===== config.mk =====
export PLATFORM = sky130hd
export DESIGN_NAME = rmsn_mem
export DESIGN_NICKNAME = d
export VERILOG_FILES = /design/src/rtl/core/rmsn_pkg.sv /design/src/rtl/core/rmsn_mem.sv
export SDC_FILE = /design/constraint.sdc
export NUM_CORES = 2
export LEC_CHECK = 0
export BUFFER_PORTS_ARGS = -buffer_cell sky130_fd_sc_hd__buf_2
export CORE_ASPECT_RATIO = 1.1
export CORE_MARGIN = 3
export CORE_UTILIZATION = 50
export CTS_CLUSTER_SIZE = 30
export DETAILED_ROUTE_END_ITERATION = 10
export PLACE_DENSITY = 0.66
export SYNTH_ARGS = -nofsm -noshare
export SYNTH_HDL_FRONTEND = slang
export SYNTH_SLANG_ARGS = --single-unit

===== constraint.sdc =====
create_clock -name i_clk -period 7.2 [get_ports i_clk]
set_input_delay 1.8 -clock i_clk [delete_from_list [all_inputs] [get_ports i_clk]]
set_output_delay 1.8 -clock i_clk [all_outputs]
set_load 0.05 [all_outputs]

===== src/rtl/core/rmsn_pkg.sv =====
package rmsn_pkg;

    localparam int DATA_W  = 16;
    localparam int MAX_DIM = 64;
    localparam int ADDR_W  = 6;
    localparam int CNT_W   = 7;
    localparam int SUM_W   = 38;
    localparam int EPS_W   = 32;
    localparam int X_W     = 39;
    localparam int REM_W   = 40;
    localparam int QUO_W   = 74;
    localparam int INV_W   = 37;
    localparam int ENTRY_W = 32;
    localparam int EPS_RESET = 168;

    typedef enum logic [1:0] {
        RS_IDLE,
        RS_MEAN,
        RS_RECIP,
        RS_ROOT
    } t_rs_state;

    typedef enum logic [2:0] {
        ST_LOAD,
        ST_START,
        ST_CALC,
        ST_READ,
        ST_MULA,
        ST_MULB,
        ST_EMIT
    } t_state;

endpackage


===== src/rtl/core/rmsn_mem.sv =====
module rmsn_mem
    import rmsn_pkg::*;
(
    input  logic               i_clk,
    input  logic               i_we,
    input  logic [ADDR_W-1:0]  i_waddr,
    input  logic [ENTRY_W-1:0] i_wdata,
    input  logic [ADDR_W-1:0]  i_raddr,
    output logic [ENTRY_W-1:0] o_rdata
);

    logic [ENTRY_W-1:0] r_mem [MAX_DIM];
    logic [ENTRY_W-1:0] r_rdata;

    always_ff @(posedge i_clk) begin
        if (i_we) begin
            r_mem[i_waddr] <= i_wdata;
        end
        r_rdata <= r_mem[i_raddr];
    end

    assign o_rdata = r_rdata;

endmodule


# Word level (Yosys, flattened, before mapping)
# Memory sizes are Yosys's and may differ from the RTL's. A register that Yosys moved wholly into a read port is not among the register bits.
# Cells that the tools add are included.
# classes
n_mux	2
# ops
operator	count
$mux 1	2
# totals
inputBits	46
memories	1
ramBits	2048
reg_bits	0
out_inout_bits	32
# memory_table
name	words	word_bits	rd	rd_ports_with_merged_regs	write_ports	line	source
r_mem	64	32	1	1	1	rmsn_mem.sv:12	logic [ENTRY_W-1:0] r_mem [MAX_DIM];

# Depth between registers and ports, before layout
# depth
depth_word	2
ltp_mapped	10
ltp_nobuf	5

# Worst setup path after synthesis
# OpenSTA, ideal clock, no wires.
# synth_path
path_type	input-to-reg
startpoint	input port i_waddr[3]
endpoint	memory r_mem[48][0], enable pin
cell_stages	4
arrival_ps	4499
setup_slack_ps	2240
path_buffers	1
cell_sequence	clkbuf_1 -> nor2b_1 -> nand4b_1 -> nor3_1
# synth_rtl
element	line	source
from (decl)	rmsn_mem.sv:6	input logic [ADDR_W-1:0] i_waddr,
to (decl)	rmsn_mem.sv:12	
# No word-level cell before the write port.

==> results.yml <==
routing:
  routed_wire_length_per_instance_um: 35.1
  drt_pass1_iterations: 5
  detailedRoute.firstIterationViolations: 5127
  postRouteAntennaNets: 0
  route.detailed.vias_per_inst: 6.49
  total_wire_length_um: 202000
  via_total_after_detailed_routing: 37470
  drc: 0
setup_path:
  setup.worst_path.start_class: "input pin"
  cp_cell_sequence: "buf_8, buf_12, buf_12, mux4_2, mux4_2, o22ai_1, nor2_1"
  worst-setup-path-type: "input pin to flop"
  crit_path_max_incr_delay_ns: 0.71
  required_time_reported_for_the_critical_path_endpoint_ns: 7.89
  critPathMaxFanout: 65
  critical_path.endpoint_type: "flop"
  timing.critical_path.arrival_ns: 5.11
  timing.critical_path.slowest_stage_cell: "o22ai_1"
power_and_ir_drop:
  power.share.switching_pct: 21.2
  report.power.total_mw: 25.1
  cellInternalPower_mw: 19.8
  share_seq_of_total_power_pct: 53.7
  total_switching_power_mw: 5.32
  clkPwrFrac_pct: 41.3
  power.density_cell_area_mw_per_mm2: 283
  power.share.combinational_pct: 5.0
  power_leakage_nw: 27.5
  ir_drop_mv: 0.250
clocking:
  insertion_delay_ns: 0.83
  postCtsSetupRepairBufs: 0
  cts-hold-fix-buffers: 0
  cts.clk_slew.worst_paths_ns: 0.07
  cts_root_buf: "clkbuf_16"
  tritoncts: "built"
  cts-buffers-inserted: 197
  htreeDepth: 4
  cts-resized-gates: 0
  cts.sink_count: 2080
  buffers_from_clock_root_to_sink_at_most: 3
floorplanning:
  die_x_um: 384
  core-area_mm2: 0.155
  initial_util_pct: 50.7
  floorplan.rows: 151
  full_die_area_mm2: 0.162
  chipHeight_um: 422
  io_pins: 78
sta:
  largest_clock_skew_in_the_final_design_ns: 0.0323
  maxClockFrequency_mhz: 226
  slew_headroom_pct: 11.7
  ratio_of_final_minimum_period_to_clock_period_pct: 61.3
  maxSlewViolCount: 0
  worst_pin_slew_ns: 1.32
  totalNegativeSetupSlack_ns: 0
  hold-worst-slack_ns: 0.731
  rsz0062_at_grt: "no"
  timing.final.setup_violations: 0
  hold_viol_final: 0
  period_needed_ns: 4.42
finish:
  syn2layout_area_growth_pct: 12.9
  layout_commonest_cell: "edfxtp_1"
  multiInputGateArea_mm2: 0.0160
  final_design_area_no_fill_mm2: 0.0886
  footprint_of_the_flip_flops_and_latches_mm2: 0.0621
  final_net_count: 3575
  mostFrequentLayoutCells: "2048 x edfxtp_1, 544 x mux4_2, 205 x clkbuf_16"
  layoutNonFillerInstCount: 5774
  drive_gt1_share_pct: 29.7
  number_of_filler_instances_in_the_final_layout: 11038
flow_run:
  maxCapViolCount: 0
synthesis:
  synth.ff_latch_count: 2080
  synth_cells: 3324
  post_synth_edffs: 2048
  syn_area_mm2: 0.0785
  ys_warn_count: 0
  synth.net_count: 3370
  async_flop_share_pct: 0
  synth_area_per_cell_um2: 23.6
  yosys_most_used_dff: "edfxtp_1"
  ys_types: 34
  ys_seq_area_share_pct: 79.1
placement:
  post_dp_cell_area_mm2: 0.0821
  hpwlAfterDp_um: 109000
  placement.io_buffers: 77
  place.gp.congestion: 0.781
  placed_cells_incl_taps: 5395
grt:
  grt_pass1_wl_um: 286000
  track_usage_pct: 25.2
  grt_max_degree: 84
  number_of_global_route_vias_before_repair: 37835
  grt_antenna_before_repair: 20
  grt_overflow: 0
run_status:
  outcome: "completed"
worst_hold_path:
  worst_hold_path_type: "flop to flop"
worst max-delay path, delay by kind of cell:
kind / cells / cell delay [ns]
AOI/OAI and AO/OA: 1 / 0.71
muxes: 2 / 1.03
buffers and inverters: 3 / 1.31
and+or+nand+nor: 1 / 0.10
kinds of logic after synthesis:
family                 count (synthesis)  synth area share, %
DFF                                 2080                 79.1
muxes                                637                 16.8
and+or+nand+nor                      223                 1.27
AOI/OAI and AO/OA                    202                 1.67
buffers and inverters                182                 1.13
final cells by class:
cell class              instances  share of cell area, %
repair buffers                188                   1.60
clock inverters               112                   1.12
diodes                         11                 0.0311
well taps                    2065                   2.92
flip-flops and latches       2080                   70.1
clock buffers                 256                   6.20
multi-input cells            1062                   18.0
per-stage QoR:
stage | setup slack, ns | utilization, %
after floorplan | 2.24 | -
after global placement | 1.85 | 53.0
after detailed placement | 1.86 | 53.0
after CTS | 2.76 | 57.2
after global routing | 2.64 | 57.2
final | 2.78 | 57.2
power groups by stage:
stage          registers, mW  logic [mW]  clock network [mW]
4_1_cts                 13.5        1.26                10.5
5_1_grt                 13.5        1.32                11.0
2_1_floorplan           13.8       0.652                   0
3_5_place_dp            13.7        1.26                   0
3_3_place_gp            13.7        1.24                   0
6_report                13.5        1.25                10.4
sequential cells by signal (all words and copies together) (netlist names):
signal,flops
r_mem,2048
o_rdata,32
synth_stat cells (7+ instances only):
master       n  area, um^2
a311oi_1     8        70.1
o22ai_1     84         526
buf_2       57         285
dfxtp_1     32         641
nand2b_1     8        50.1
nand2_1     26        97.6
edfxtp_1  2048       61500
nor3_1       7        35.0
mux2i_1     93         931
buf_4       25         188
nor2_1     137         514
o221ai_1    27         236
buf_1       21        78.8
a21oi_1     62         310
a22oi_1     12        90.1
nor2b_1     15        93.8
mux4_2     544       12300
clkbuf_1    74         278
worst paths after layout:
kind                                              from                  to  slack, ns  depth (start not counted)
worst max-delay path                        i_raddr[0]  o_rdata[9]$_DFF_P_       2.78                          7
worst min-delay path            r_mem[12][8]$_DFFE_PP_  o_rdata[8]$_DFF_P_       0.73                          4
worst min register to register  r_mem[12][8]$_DFFE_PP_  o_rdata[8]$_DFF_P_       0.73                          4
worst max register to register   r_mem[7][9]$_DFFE_PP_  o_rdata[9]$_DFF_P_       4.93                          4
metal layers:
layer	wire length (um)	track usage [%]	up-vias
met4	6110	7.92	10
met1	79000	35.9	20417
met3	18500	5.13	331
met2	98900	39.9	2006
li1	-	-	14706
met5	69	0	-
No activity file was read; power rests on OpenSTA's default activity.
