===== src/rtl/core/rmsn_pkg.sv =====
package rmsn_pkg;

    localparam int DATA_W  = 16;
    localparam int MAX_DIM = 64;
    localparam int ADDR_W  = 6;
    localparam int CNT_W   = 7;
    localparam int SUM_W   = 38;
    localparam int EPS_W   = 32;
    localparam int X_W     = 39;
    localparam int REM_W   = 40;
    localparam int QUO_W   = 74;
    localparam int INV_W   = 37;
    localparam int ENTRY_W = 32;
    localparam int EPS_RESET = 168;

    typedef enum logic [1:0] {
        RS_IDLE,
        RS_MEAN,
        RS_RECIP,
        RS_ROOT
    } t_rs_state;

    typedef enum logic [2:0] {
        ST_LOAD,
        ST_START,
        ST_CALC,
        ST_READ,
        ST_MULA,
        ST_MULB,
        ST_EMIT
    } t_state;

endpackage


===== src/rtl/core/rmsn_scale.sv =====
module rmsn_scale
    import rmsn_pkg::*;
(
    input  logic                     i_clk,
    input  logic signed [DATA_W-1:0] i_value,
    input  logic signed [DATA_W-1:0] i_weight,
    input  logic        [INV_W-1:0]  i_inv,
    output logic        [DATA_W-1:0] o_result
);

    logic signed [2*DATA_W-1:0] prod;
    logic        [2*DATA_W-1:0] mag;
    logic                       r_neg_a, r_neg_b;
    logic        [30:0]         r_mag;
    logic        [62:0]         r_plo;
    logic        [35:0]         r_phi;
    logic        [68:0]         total;
    logic        [32:0]         q;
    logic        [32:0]         pmax;

    assign prod = i_value * i_weight;
    assign mag  = prod[2*DATA_W-1] ? (~prod + 1'b1) : prod;

    always_ff @(posedge i_clk) begin
        r_neg_a <= prod[2*DATA_W-1];
        r_mag   <= mag[30:0];
        r_neg_b <= r_neg_a;
        r_plo   <= 63'(r_mag) * 63'(i_inv[31:0]);
        r_phi   <= 36'(r_mag) * 36'(i_inv[INV_W-1:32]);
    end

    assign pmax  = 33'((1 << (DATA_W - 1)) - 1);
    assign total = 69'(r_plo) + {1'b0, r_phi, 32'b0} + (69'(1) << 35);
    assign q     = total[68:36];

    always_comb begin
        if (r_neg_b) begin
            o_result = (q > pmax) ? DATA_W'(pmax + 1'b1) : DATA_W'(~q + 1'b1);
            if (q > pmax) begin
                o_result = DATA_W'(~(pmax + 1'b1) + 1'b1);
            end
        end else begin
            o_result = (q > pmax) ? DATA_W'(pmax) : DATA_W'(q);
        end
    end

endmodule


===== config.mk =====
export PLATFORM = sky130hd
export DESIGN_NAME = rmsn_scale
export DESIGN_NICKNAME = d
export VERILOG_FILES = /design/src/rtl/core/rmsn_pkg.sv /design/src/rtl/core/rmsn_scale.sv
export SDC_FILE = /design/constraint.sdc
export NUM_CORES = 2
export LEC_CHECK = 0
export BUFFER_PORTS_ARGS = -buffer_cell sky130_fd_sc_hd__buf_2
export CELL_PAD_IN_SITES_DETAIL_PLACEMENT = 0
export CELL_PAD_IN_SITES_GLOBAL_PLACEMENT = 1
export CORE_ASPECT_RATIO = 0.7
export CORE_UTILIZATION = 25
export CTS_CLUSTER_SIZE = 25
export DETAILED_ROUTE_END_ITERATION = 12
export PLACE_DENSITY = 0.5
export REMOVE_ABC_BUFFERS = 1
export SKIP_LAST_GASP = 1
export SLEW_MARGIN = 20
export SYNTH_ARGS = -nofsm -noshare
export SYNTH_HDL_FRONTEND = slang
export SYNTH_SLANG_ARGS = --single-unit

===== constraint.sdc =====
create_clock -name i_clk -period 18.4 [get_ports i_clk]
set_input_delay 4.6 -clock i_clk [delete_from_list [all_inputs] [get_ports i_clk]]
set_output_delay 4.6 -clock i_clk [all_outputs]
set_load 0.02 [all_outputs]

* Word-level counts from Yosys, hierarchy flattened
Cells that the tools add are included.
Storage, ports and cells: memories 0, register bits 132, bits in read-only memories 0, memory bits (writable) 0, input port bits 70, bits in latches 0
Cells by class: bitwise operators 2, divide/modulo/power cells 0, $mul 3, multiplexer cells 4, add/sub/neg operators 4, magnitude comparators 1, shift-type cells 0, reduce and logical (&&, ||, !) cells 0, eq/ne operators 0
Operator list (count):
- $add A63 B68 Y69 | 1
- $add A69 B36 Y69 const B | 1
- $mul A31 B32 Y63 | 1
- $mux W16 | 3
- $mul A31 B5 Y36 | 1
- $gt A33 B15 Y1 const B | 1
- $mul A16 B16 Y32 | 1
- $add A31 B1 Y31 const B | 1
- $mux W31 | 1
- $not A31 Y31 | 1
- $add A16 B1 Y16 const B | 1
- $not A16 Y16 | 1

* Depth between registers and ports, before layout
word-level depth 6, mapped depth 31

* Worst setup path before layout
Ideal clock, no wire load.
kind input to register, start input port i_inv[13], end register r_plo[59], data required time 18264 ps, library setup time 136 ps, cell stages on the path 27, path slack 6285 ps, buffers on the path 1, arrival time 11979 ps, cells stage by stage clkbuf_1 -> and2_1 -> fa_1 -> fa_1 -> fa_1 -> inv_1 -> fa_1 -> inv_1 -> fa_1 -> inv_1 -> fa_1 -> inv_1 -> fa_1 -> inv_1 -> fa_1 -> inv_1 -> ha_1 -> nand4_1 -> or2_2 -> a2111o_1 -> a211o_1 -> a21oi_1 -> nor2_1 -> o41ai_2 -> a41oi_1 -> o41ai_1 -> xor2_1
On the way: longest elaborated chain between the ends 1
RTL lines:
- from (decl) | RTL line rmsn_scale.sv:7 | input logic [INV_W-1:0] i_inv,
- $mul A31 B32 Y63 | RTL line rmsn_scale.sv:28 | r_plo <= 63'(r_mag) * 63'(i_inv[31:0]);
- to (signal assigned) | RTL line rmsn_scale.sv:28
- to (decl) | RTL line rmsn_scale.sv:15 | logic [62:0] r_plo;
Every way passes these cells.

* Worst setup path after layout
start input port i_inv[7], end register r_plo[62]
Same word-level chain as after synthesis.

==> metrics.cfg <==
[synthesis]
post-synth-top-area-fraction_pct = 48.1
postSynthCellCount = 5655
synth-seq-area-share_pct = 3.96
yosys_warnings = 0
yosysUniqueCellTypes = 76
post_synth_top_flop = sky130_fd_sc_hd__dfxtp_1
synth_area_um2 = 50500
cell_types_with_the_largest_area_share_after_synthesis = sky130_fd_sc_hd__fa_1 (48%), sky130_fd_sc_hd__ha_1 (11%), sky130_fd_sc_hd__inv_1 (9.0%), sky130_fd_sc_hd__and2_1 (7.7%), sky130_fd_sc_hd__nand2_1 (6.5%)
count_of_flip_flops_with_a_built_in_enable_after_synthesis = 0
yosys_register_bits = 100
ys_async_sr_fraction_pct = 0
syn_avg_cell_area_um2 = 8.94
synth.largest_area_cell = sky130_fd_sc_hd__fa_1

[sta]
timing.max_slew.rel_slack_pct = 32.9
tightestPinTransition_ns = 1.01
final_number_of_hold_violating_endpoints = 0
fin_skew_ns = 0.0154
drv_slew = 0
setup_violations = 0
timing.final.crit_period_ns = 12.98
period_share_pct = 70.5
achievable-frequency_ghz = 0.0771
fin_setup_tns_ns = 0
grt_setup_unrepaired = false

[critical_path]
crit_required_ns = 18.68
cp_data_arrival_time_ns = 13.25
critical_path.startpoint_type = input port
timing.setup.critical_path_class = input port to flop
critPathMaxFanout = 31
endpoint_type_of_the_worst_setup_path = flop

[placed_design]
gp_congestion = 0.826
place.port_buffers = 85
dp_hpwl_mm = 127

[clock_tree]
hold_buffers = 0
clock_sink_count = 100
ctsHtreeMaxLevel = 3
path_clk_slew_ns = 0.09
cts_tree = yes
cts-buffers-inserted = 9
post_cts_buffers = 0
ctsResizeCount = 0
clock_tree.buffer_depth = 2
clk_latency_ns = 0.41
cts-root-buf = sky130_fd_sc_hd__clkbuf_16

[routing]
drcViolationCount = 0
drt_first_iter_violations = 2466
dr.pass1.iters = 6
routed_wirelength_mm = 167
viasPerCell = 4.47
detail_route.wl_per_cell_um = 20.4
route.antenna.remaining_nets = 0
routed-via-count = 36600

[grt]
grt_start_max_net_pins = 38
first_global_vias = 39100
grt_use_total_pct = 16.7
initial_antenna_violation_count = 13
wire_length_of_the_first_global_routing_pass_mm = 256
aggregate_global_routing_overflow = 0

[floorplan]
die-area_um2 = 204000
initial_core_util_pct = 25.3
floorplan.die.height_um = 378
design.portCount = 86
fp.coreArea_um2 = 200000
rows = 137
fp.dieW_um = 539

[job]
cap_violations = 0

[cells_and_area]
nNetsFinal = 7248
n_fill_cell = 21500
multiInputGateArea_um2 = 42900
post_route_cells_drive_above_1_share_pct = 3.46
area_growth_from_synthesis_to_layout_pct = 6.78
final-seq-area_um2 = 2020

[worst_hold_path]
holdCritPathClass = flop to flop

[run_status]
outcome = finished, final reports clean

==> kinds of logic after synthesis <==
group	count (synthesis)	synth area share, %
AO/OA/AOI/OAI	448	5.78
XOR/XNOR	147	2.55
adder cells (fa/ha/maj)	1656	59.0
flip-flops	100	3.96
buffers and inverters	1501	11.2
multiplexers	6	0.119
AND/OR/NAND/NOR	1797	17.4
==> placed cells by master, fill, tap and decap left out, types with 56 or more instances in the layout <==
| cell | count |
|---|---|
| sky130_fd_sc_hd__nand2_1 | 879 |
| sky130_fd_sc_hd__xnor2_1 | 101 |
| sky130_fd_sc_hd__dfxtp_1 | 89 |
| sky130_fd_sc_hd__and2_1 | 623 |
| sky130_fd_sc_hd__buf_4 | 66 |
| sky130_fd_sc_hd__buf_2 | 85 |
| sky130_fd_sc_hd__inv_1 | 1206 |
| sky130_fd_sc_hd__fa_1 | 1214 |
| sky130_fd_sc_hd__nor2_1 | 89 |
| sky130_fd_sc_hd__ha_1 | 442 |
| sky130_fd_sc_hd__o21ai_0 | 63 |
| sky130_fd_sc_hd__a21oi_1 | 136 |
| sky130_fd_sc_hd__a21o_1 | 56 |
==> registers in the layout, summed over array words and instances, names as in the netlist <==
register  count
r_phi        36
r_neg_a       1
r_mag        31
r_neg_b       1
r_plo        31
==> cell usage after synthesis (4+ instances only) <==
library cell                count
sky130_fd_sc_hd__fa_1        1214
sky130_fd_sc_hd__inv_1       1206
sky130_fd_sc_hd__nand2_1      879
sky130_fd_sc_hd__and2_1       623
sky130_fd_sc_hd__ha_1         442
sky130_fd_sc_hd__clkbuf_1     288
sky130_fd_sc_hd__a21oi_1      136
sky130_fd_sc_hd__xnor2_1      101
sky130_fd_sc_hd__dfxtp_1      100
sky130_fd_sc_hd__nor2_1        89
sky130_fd_sc_hd__o21ai_0       63
sky130_fd_sc_hd__a21o_1        56
sky130_fd_sc_hd__xor2_1        46
sky130_fd_sc_hd__nand3_1       33
sky130_fd_sc_hd__nand2b_1      32
sky130_fd_sc_hd__nor3_1        28
sky130_fd_sc_hd__o21ai_1       26
sky130_fd_sc_hd__nand4_1       25
sky130_fd_sc_hd__o21a_1        21
sky130_fd_sc_hd__nor2b_1       19
sky130_fd_sc_hd__and3_1        18
sky130_fd_sc_hd__a211oi_1      16
sky130_fd_sc_hd__o21bai_1      16
sky130_fd_sc_hd__o31ai_1       15
sky130_fd_sc_hd__or3_1         13
sky130_fd_sc_hd__o211ai_1      10
sky130_fd_sc_hd__a31oi_1        9
sky130_fd_sc_hd__o221ai_1       8
sky130_fd_sc_hd__nor4_1         7
sky130_fd_sc_hd__a211o_1        6
sky130_fd_sc_hd__mux2i_1        6
sky130_fd_sc_hd__o31a_1         6
sky130_fd_sc_hd__o41ai_1        6
sky130_fd_sc_hd__a311oi_1       5
sky130_fd_sc_hd__and4_1         5
sky130_fd_sc_hd__buf_1          5
sky130_fd_sc_hd__o22ai_1        5
sky130_fd_sc_hd__or4_1          5
sky130_fd_sc_hd__a221oi_1       4
sky130_fd_sc_hd__and3b_1        4
sky130_fd_sc_hd__o2111ai_1      4
==> per-stage QoR <==
step | instances | area [um2] | utilization (%) | setup WS [ns] | hold WS (ns)
2_1_floorplan | 5360 | 49400 | - | 6.48 | 0.310
3_3_place_gp | 8152 | 53700 | 26.8 | 4.88 | 0.550
3_5_place_dp | 8152 | 53700 | 26.8 | 4.95 | 0.543
4_1_cts | 8168 | 54000 | 27.0 | 5.38 | 0.531
5_1_grt | 8168 | 54000 | 27.0 | 5.00 | 0.530
6_report | 8173 | 54000 | 27.0 | 5.42 | 0.519
==> worst max-delay path, stage by stage <==
cell	delay (ns)
sky130_fd_sc_hd__buf_2	0.74
sky130_fd_sc_hd__nand2_1	0.18
sky130_fd_sc_hd__fa_1	0.58
sky130_fd_sc_hd__inv_1	0.05
sky130_fd_sc_hd__fa_1	0.49
sky130_fd_sc_hd__inv_1	0.06
sky130_fd_sc_hd__fa_1	0.55
sky130_fd_sc_hd__inv_1	0.06
sky130_fd_sc_hd__fa_1	0.48
sky130_fd_sc_hd__fa_1	0.56
sky130_fd_sc_hd__fa_1	0.44
sky130_fd_sc_hd__fa_1	0.51
sky130_fd_sc_hd__fa_1	0.42
sky130_fd_sc_hd__ha_1	0.36
sky130_fd_sc_hd__a21oi_1	0.19
sky130_fd_sc_hd__o21ai_0	0.15
sky130_fd_sc_hd__a221oi_1	0.77
sky130_fd_sc_hd__nor2_1	0.11
sky130_fd_sc_hd__a211oi_1	0.32
sky130_fd_sc_hd__a21oi_1	0.21
sky130_fd_sc_hd__a21bo_2	0.29
sky130_fd_sc_hd__a21oi_1	0.30
sky130_fd_sc_hd__o21ai_0	0.25
sky130_fd_sc_hd__a2111oi_0	0.46
sky130_fd_sc_hd__nor3_1	0.09
==> metal layers <==
layer	routed length, um	vias to the layer above	global-route usage (%)
met5	60	-	0.236
met4	923	4	1.24
met3	9440	56	2.27
met1	90900	19200	27.3
li1	-	16600	-
met2	65400	795	23.5
==> area by class of cell <==
class / count / area share [%]
multi-input cells: 4054 / 79.5
diodes: 5 / 0.0232
inverters: 1206 / 8.39
flip-flops and latches: 100 / 3.73
clock buffers: 9 / 0.417
well taps: 2641 / 6.12
repair buffers: 151 / 1.71
clock inverters: 7 / 0.127
==> final timing paths <==
path | depth (start not counted) | end | slack [ns] | start
hold / removal | 0 | r_neg_b | 0.52 | r_neg_a
hold reg to reg | 0 | r_neg_b | 0.52 | r_neg_a
setup reg to reg | 25 | r_plo[62] | 9.13 | r_mag[16]
setup / recovery | 25 | r_plo[62] | 5.42 | i_inv[7]
Power is left out: the tool's default activity adds up to more than one toggle a clock period on the data nets, which glitch-free logic cannot reach.
