`src/rtl/core/rmsn_pkg.sv`:
```
package rmsn_pkg;

    localparam int DATA_W  = 16;
    localparam int MAX_DIM = 64;
    localparam int ADDR_W  = 6;
    localparam int CNT_W   = 7;
    localparam int SUM_W   = 38;
    localparam int EPS_W   = 32;
    localparam int X_W     = 39;
    localparam int REM_W   = 40;
    localparam int QUO_W   = 74;
    localparam int INV_W   = 37;
    localparam int ENTRY_W = 32;
    localparam int EPS_RESET = 168;

    typedef enum logic [1:0] {
        RS_IDLE,
        RS_MEAN,
        RS_RECIP,
        RS_ROOT
    } t_rs_state;

    typedef enum logic [2:0] {
        ST_LOAD,
        ST_START,
        ST_CALC,
        ST_READ,
        ST_MULA,
        ST_MULB,
        ST_EMIT
    } t_state;

endpackage

```
`src/rtl/core/rmsn_rsqrt.sv`:
```
module rmsn_rsqrt
    import rmsn_pkg::*;
(
    input  logic             i_clk,
    input  logic             i_rst_n,
    input  logic             i_start,
    input  logic [SUM_W-1:0] i_sum,
    input  logic [CNT_W-1:0] i_count,
    input  logic [EPS_W-1:0] i_eps,
    output logic             o_done,
    output logic [INV_W-1:0] o_inv
);

    t_rs_state          r_state, n_state;
    logic [CNT_W-1:0]   r_step, n_step;
    logic [REM_W-1:0]   r_rem, n_rem;
    logic [QUO_W-1:0]   r_quo, n_quo;
    logic [INV_W-1:0]   r_root, n_root;
    logic [CNT_W-1:0]   r_n, n_n;
    logic [X_W-1:0]     r_x, n_x;
    logic [EPS_W-1:0]   r_eps, n_eps;
    logic               r_done, n_done;

    logic [REM_W-1:0]   trial;
    logic [REM_W-1:0]   divisor;
    logic [X_W-1:0]     xsum;

    always_ff @(posedge i_clk) begin
        if (!i_rst_n) begin
            r_state <= RS_IDLE;
            r_done  <= 1'b0;
            r_step  <= '0;
        end else begin
            r_state <= n_state;
            r_done  <= n_done;
            r_step  <= n_step;
        end
        r_rem  <= n_rem;
        r_quo  <= n_quo;
        r_root <= n_root;
        r_n    <= n_n;
        r_x    <= n_x;
        r_eps  <= n_eps;
    end

    always_comb begin
        n_state = r_state;
        n_step  = r_step;
        n_rem   = r_rem;
        n_quo   = r_quo;
        n_root  = r_root;
        n_n     = r_n;
        n_x     = r_x;
        n_eps   = r_eps;
        n_done  = 1'b0;
        trial   = '0;
        divisor = '0;
        xsum    = '0;
        unique case (r_state)
            RS_IDLE: begin
                if (i_start) begin
                    n_state = RS_MEAN;
                    n_step  = CNT_W'(SUM_W - 1);
                    n_rem   = '0;
                    n_quo   = QUO_W'(i_sum);
                    n_n     = i_count;
                    n_eps   = i_eps;
                end
            end
            RS_MEAN: begin
                trial   = {r_rem[REM_W-2:0], r_quo[SUM_W-1]};
                divisor = REM_W'(r_n);
                if (trial >= divisor) begin
                    n_rem = trial - divisor;
                    n_quo = {r_quo[QUO_W-2:0], 1'b1};
                end else begin
                    n_rem = trial;
                    n_quo = {r_quo[QUO_W-2:0], 1'b0};
                end
                n_step = r_step - 1'b1;
                if (r_step == '0) begin
                    xsum    = X_W'(n_quo[SUM_W-1:0]) + X_W'(r_eps);
                    n_state = RS_RECIP;
                    n_step  = CNT_W'(72);
                    n_rem   = '0;
                    n_x     = (xsum == '0) ? X_W'(1) : xsum;
                end
            end
            RS_RECIP: begin
                trial   = {r_rem[REM_W-2:0], (r_step == CNT_W'(72))};
                divisor = REM_W'(r_x);
                if (trial >= divisor) begin
                    n_rem = trial - divisor;
                    n_quo = {r_quo[QUO_W-2:0], 1'b1};
                end else begin
                    n_rem = trial;
                    n_quo = {r_quo[QUO_W-2:0], 1'b0};
                end
                n_step = r_step - 1'b1;
                if (r_step == '0) begin
                    n_quo   = {1'b0, r_quo[QUO_W-3:0], (trial >= divisor)};
                    n_state = RS_ROOT;
                    n_step  = CNT_W'(INV_W - 1);
                    n_rem   = '0;
                    n_root  = '0;
                end
            end
            RS_ROOT: begin
                trial   = {r_rem[REM_W-3:0], r_quo[QUO_W-1:QUO_W-2]};
                divisor = REM_W'({r_root, 2'b01});
                if (trial >= divisor) begin
                    n_rem  = trial - divisor;
                    n_root = {r_root[INV_W-2:0], 1'b1};
                end else begin
                    n_rem  = trial;
                    n_root = {r_root[INV_W-2:0], 1'b0};
                end
                n_quo  = {r_quo[QUO_W-3:0], 2'b00};
                n_step = r_step - 1'b1;
                if (r_step == '0) begin
                    n_state = RS_IDLE;
                    n_done  = 1'b1;
                end
            end
            default: n_state = RS_IDLE;
        endcase
    end

    assign o_done = r_done;
    assign o_inv  = r_root;

endmodule

```
`config.mk`:
```
export PLATFORM = sky130hd
export DESIGN_NAME = rmsn_rsqrt
export DESIGN_NICKNAME = d
export VERILOG_FILES = /design/src/rtl/core/rmsn_pkg.sv /design/src/rtl/core/rmsn_rsqrt.sv
export SDC_FILE = /design/constraint.sdc
export NUM_CORES = 1
export LEC_CHECK = 0
export ABC_AREA = 1
export BUFFER_PORTS_ARGS = -buffer_cell sky130_fd_sc_hd__buf_2
export CORE_AREA = 2 2 214 300
export DETAILED_ROUTE_END_ITERATION = 8
export DIE_AREA = 0 0 216 302
export PLACE_DENSITY = 0.51
export SYNTH_ARGS = -nofsm -noshare
export SYNTH_HDL_FRONTEND = slang
export SYNTH_SLANG_ARGS = --single-unit
```
`constraint.sdc`:
```
create_clock -name i_clk -period 4.9 [get_ports i_clk]
set_input_delay 0.49 -clock i_clk [delete_from_list [all_inputs] [get_ports i_clk]]
set_output_delay 0.49 -clock i_clk [all_outputs]
set_load 0.02 [all_outputs]
```
# Word-level counts from Yosys, hierarchy flattened
# Cells that the tools add are included.
classes:
  add_sub_neg: 5
  n_eq_ne: 8
  order_cmp: 3
  reduce_logical: 9
  mux: 26
op_table:
  columns: ["cell", "n"]
  rows:
  - ["$pmux 74 s4", 1]
  - ["$mux 39", 6]
  - ["$mux 74", 3]
  - ["$pmux 39 s4", 1]
  - ["$ge 40x39->1", 2]
  - ["$sub 39x39->39", 2]
  - ["$pmux 37 s2", 1]
  - ["$ge 40x7->1", 1]
  - ["$add 38x32->39", 1]
  - ["$logic_not 39->1", 1]
  - ["$sub 39x7->39", 1]
  - ["$mux 37", 1]
  - ["$pmux 7 s4", 1]
  - ["$mux 7", 3]
  - ["$mux 2", 4]
  - ["$ne 2x2->1 const B", 4]
  - ["$pmux 2 s4", 1]
  - ["$reduce_and 2->1", 4]
  - ["$eq 7x7->1 const B", 1]
  - ["$logic_not 7->1", 1]
  - ["$sub 7x1->7 const B", 1]
  - ["$eq 2x2->1 const B", 2]
  - ["$mux 1", 4]
  - ["$reduce_and 4->1", 1]
  - ["3 further kinds", 3]
totals:
  regBits: 238
  word_cells: 60
  output_inout_bits: 38
  input_bits: 80

# Logic depth before layout (Yosys ltp)
logic_depth:
  ltp_word: 5
  depth_mapped: 31
  depth_no_buf: 30

# Worst setup path before layout
# OpenSTA, ideal clock, no wires.
synth_path:
  path_kind: "reg2reg"
  from: "reg r_quo[37]"
  to: "reg r_x[0] (data pin)"
  stages_incl_launch_ff: 32
  setup_ps: 253
  t_arrival_ps: 3453
  slack_ps: 1194
  t_required_ps: 4647
  path_buffers: 1
  period_less_slack_ps: 3706
  path_cell_list: "edfxtp_1 -> inv_1 -> ha_1 -> inv_1 -> fa_1 -> a21oi_2 -> nor2_1 -> inv_1 -> nand2_1 -> nor2_2 -> nand3_2 -> buf_2 -> ha_1 -> inv_1 -> fa_1 -> inv_1 -> nand2_1 -> nand2_1 -> nand3_1 -> nand2_1 -> nand2_1 -> nand2_1 -> nand2_1 -> nand2_1 -> nand2_1 -> nand2_1 -> nand2_1 -> nand2_1 -> nand2_1 -> nor2_1 -> nand3_1 -> nand2_1"
synth_between:
  elab_chain_len: 5
synth_rtl:
  columns: ["item", "line_no", "source"]
  rows:
  - ["start: declaration", "rmsn_rsqrt.sv:17", "logic [QUO_W-1:0] r_quo, n_quo;"]
  - ["start signal: assignment", "rmsn_rsqrt.sv:39", "r_quo <= n_quo;"]
  - ["$ge 40x7->1 (*)", "rmsn_rsqrt.sv:73", "if (trial >= divisor) begin"]
  - ["$mux 1 (*)", "rmsn_rsqrt.sv:73", null]
  - ["$mux 74 (*)", "rmsn_rsqrt.sv:59", "unique case (r_state)"]
  - ["$add 38x32->39 (*)", "rmsn_rsqrt.sv:82", "xsum = X_W'(n_quo[SUM_W-1:0]) + X_W'(r_eps);"]
  - ["$logic_not 39->1", "rmsn_rsqrt.sv:86", "n_x = (xsum == '0) ? X_W'(1) : xsum;"]
  - ["end signal: assignment", "rmsn_rsqrt.sv:42", "r_x <= n_x;"]
  - ["end: declaration", "rmsn_rsqrt.sv:20", "logic [X_W-1:0] r_x, n_x;"]
# Mark *: on every way between the ends. The rest lies on a longest branch, timed or not. The select of a mux whose other input is x is not followed.
# A chain may end at the register's enable or synchronous reset.

# Final worst setup path
# Same ends and word-level chain as after synthesis.

==> flow_summary.json <==
{
  "clock_latency_ns": 0.61,
  "n_fill_cell": 7108,
  "crit_family": "simple AND/OR/NAND/NOR gates",
  "p_total_mw": 18.39,
  "ys_seq_area_frac": 0.3249,
  "synth_nets": 3556,
  "htree_num_levels": 1,
  "min_path_type": "input port to flop",
  "drtPass1Iterations": 5,
  "cts_resized": 0,
  "cts_sinks": 238,
  "clock_power_share": 0.110,
  "antennaDiodeCount": 0,
  "skew_ns": 0.02473,
  "fin_cells": 4297,
  "r2r_start": "r_quo[37]$_DFFE_PN_",
  "pwr-share-comb": 0.671,
  "holdPathEnd": "r_eps[23]$_DFFE_PP_",
  "postCtsSetupRepairBufs": 0,
  "postPlaceCellArea_um2": 23270,
  "synth_flop_cell": "edfxtp_1",
  "final_hold_viol_count": 0,
  "cts_buffers": 27,
  "drive_above_1_share": 0.06089,
  "synth_xor_area_frac": 0.01858,
  "relSlewSlack": 0.2551,
  "leakagePower_nw": 12.67,
  "io_buffers": 117,
  "hold_depth": 1,
  "min_from": "i_eps[23]",
  "core-area_um2": 62740,
  "critical_path_class": "flop to flop",
  "layout_setup_ws_ns": 0.5017,
  "p_int_mw": 8.184,
  "yosys_warnings": 0,
  "grt.overflow.total": 0,
  "power_frac_seq": 0.220,
  "pre_cts_slack_ns": 0.5450,
  "final_common_cell": "nand2_1",
  "r2r_cells": 30,
  "drv_slew": 0,
  "synthMuxAreaShare": 0,
  "clkTransAtPathRegs_ns": 0.06,
  "switching_share": 0.5549,
  "worstReg2RegEnd": "r_x[0]$_SDFFCE_PN1P_",
  "layout-area-overhead-vs-synth_pct": 11.12,
  "cts_tree": "done",
  "final_cell_area_um2": 24100,
  "gp_congestion": 0.9646,
  "status": "finished clean",
  "tightestPinTransition_ns": 1.117,
  "slowest_delay_ns": 0.45,
  "routedWlPerCell_um": 19.06,
  "grt_pass1_wl_um": 124300,
  "cts_hold_buf": 0,
  "slowest_stage": "fa_1",
  "dpl.hpwl_um": 67180,
  "tns_ns": 0,
  "syn_avg_cell_area_um2": 6.473,
  "num_vias": 21500,
  "rrSetupSlack_ns": 0.50,
  "layout_common_cells": "nand2_1 (1068), inv_1 (641), nor2_1 (348)",
  "place_inst": 4248,
  "synthCells": 3350,
  "synthAdderAreaFrac": 0.07374,
  "async_reset_ff_frac": 0,
  "nets": 3651,
  "io_pins": 118,
  "drc": 0,
  "antenna_found_initial": 0,
  "initial_core_util": 0.3457,
  "cp_max_fo": 4,
  "cp-start-kind": "flop",
  "max_clock_freq_ghz": 0.2274,
  "die_area_um2": 65230,
  "synth_edf_count": 228,
  "grt_usage": 0.2498,
  "setup_viol": 0,
  "finalHoldWorstSlack_ns": 0.05472,
  "die_height_um": 302,
  "powerDensity_nw_per_um2": 763.1,
  "cp.required_ns": 5.26,
  "maxCapViolations": 0,
  "drt-initial-drc-count": 1361,
  "syn_area_um2": 21690,
  "worstPathArrival_ns": 4.76,
  "synth-simple-area-share": 0.3609,
  "synth_top_family_by_area": "simple AND/OR/NAND/NOR gates",
  "synth-seq-cells": 238,
  "via_per_inst": 5.003,
  "first_global_vias": 21960,
  "die_w_um": 216,
  "end_kind": "flop",
  "final_core_util": 0.3841,
  "rsz0062_at_grt": "false",
  "ctsLongestPathBuffers": 3,
  "wirelength_um": 81910,
  "fin_crit_ns": 4.398,
  "synth.distinct_cells": 44,
  "synth-compound-area-share": 0.09278,
  "vdd_drop_max_v": 0.0003577,
  "p_sw_mw": 10.20,
  "grt_max_degree": 76,
  "crit_buf_inv": 5,
  "ant_nets": 0,
  "cp_common_cell": "nand2_1",
  "num_rows": 109,
  "cts-root-buf": "clkbuf_16",
  "min_period_over_period": 0.8976
}
-- cell type report --
cell class              count  area (um2)  share of cell area
multi-input cells        2382       11890              0.4934
flip-flops and latches    238        7047              0.2924
inverters                 649        2441              0.1013
well taps                 832        1041             0.04320
repair buffers            147       848.3             0.03520
clock buffers              34       701.9             0.02913
clock inverters            15       127.6            0.005296
-- cells in the mapped netlist (all sizes together), types with 3 or more instances --
| cell type | n | area (um2) |
|---|---|---|
| o22ai | 35 | 219.0 |
| nor4 | 9 | 62.56 |
| clkbuf | 53 | 198.9 |
| buf | 28 | 163.9 |
| a21boi | 3 | 22.52 |
| nand2 | 1068 | 4009 |
| edfxtp | 228 | 6847 |
| o21a | 8 | 60.06 |
| nor2 | 357 | 1353 |
| nand3b | 28 | 210.2 |
| nand3 | 273 | 1381 |
| dfxtp | 10 | 200.2 |
| nor3 | 26 | 135.1 |
| inv | 647 | 2429 |
| o211ai | 8 | 60.06 |
| o21bai | 16 | 120.1 |
| xnor2 | 37 | 324.1 |
| fa | 3 | 60.06 |
| a21oi | 146 | 738.2 |
| ha | 123 | 1539 |
| a221oi | 35 | 306.5 |
| nand4 | 104 | 656.9 |
| a21o | 4 | 30.03 |
| xor2 | 9 | 78.83 |
| o21ai | 80 | 400.4 |
-- worst register-to-register path: cells and delay by family, from the launching register on --
kind / cells / cell delay (ns)
flip-flops: 1 / 0.38
adder cells (fa/ha/maj): 4 / 1.13
buffers and inverters: 5 / 0.59
AO/OA/AOI/OAI: 1 / 0.25
AND/OR/NAND/NOR: 20 / 1.82
-- flip-flops by register name (all words and copies together) (netlist names) --
name	count
r_step	7
o_inv	37
r_n	7
r_state	2
r_quo	74
r_x	39
r_eps	32
r_rem	39
o_done	1
-- how the worst max path moves through the flow --
| stage | from | to | depth (start not counted) |
|---|---|---|---|
| after floorplan | r_quo[37]$_DFFE_PN_ | r_x[0]$_SDFFCE_PN1P_ | 31 |
| after global placement | r_quo[37]$_DFFE_PN_ | r_x[0]$_SDFFCE_PN1P_ | 30 |
| after detailed placement | r_quo[37]$_DFFE_PN_ | r_x[0]$_SDFFCE_PN1P_ | 30 |
| after CTS | r_quo[37]$_DFFE_PN_ | r_x[0]$_SDFFCE_PN1P_ | 30 |
| after global routing | r_quo[37]$_DFFE_PN_ | r_x[0]$_SDFFCE_PN1P_ | 30 |
| final | r_quo[37]$_DFFE_PN_ | r_x[0]$_SDFFCE_PN1P_ | 30 |
-- logic make-up (layout without fill, tap and decap cells) --
group / count (synthesis) / count (layout)
AO/OA/AOI/OAI: 342 / 342
XOR/XNOR: 46 / 46
adder cells (fa/ha/maj): 126 / 126
buffers and inverters: 730 / 845
flip-flops: 238 / 238
AND/OR/NAND/NOR: 1868 / 1868
-- metal layers --
layer	part of all wire	global-route usage	vias to the layer above
met5	0	0	-
met4	0.082	0.1822	0
met3	0.033	0.02132	224
met2	0.52	0.4796	574
met1	0.36	0.2518	9702
li1	-	-	11000
-- power groups by stage --
stage	Combinational [mW]	Sequential [mW]	Clock [mW]
2_1_floorplan	8.51	3.90	0
3_3_place_gp	12.3	4.06	0
3_5_place_dp	12.3	4.08	0
4_1_cts	12.3	4.05	2.08
5_1_grt	13.8	4.13	2.15
6_report	12.3	4.04	2.01
(Power assumes the default switching activity.)
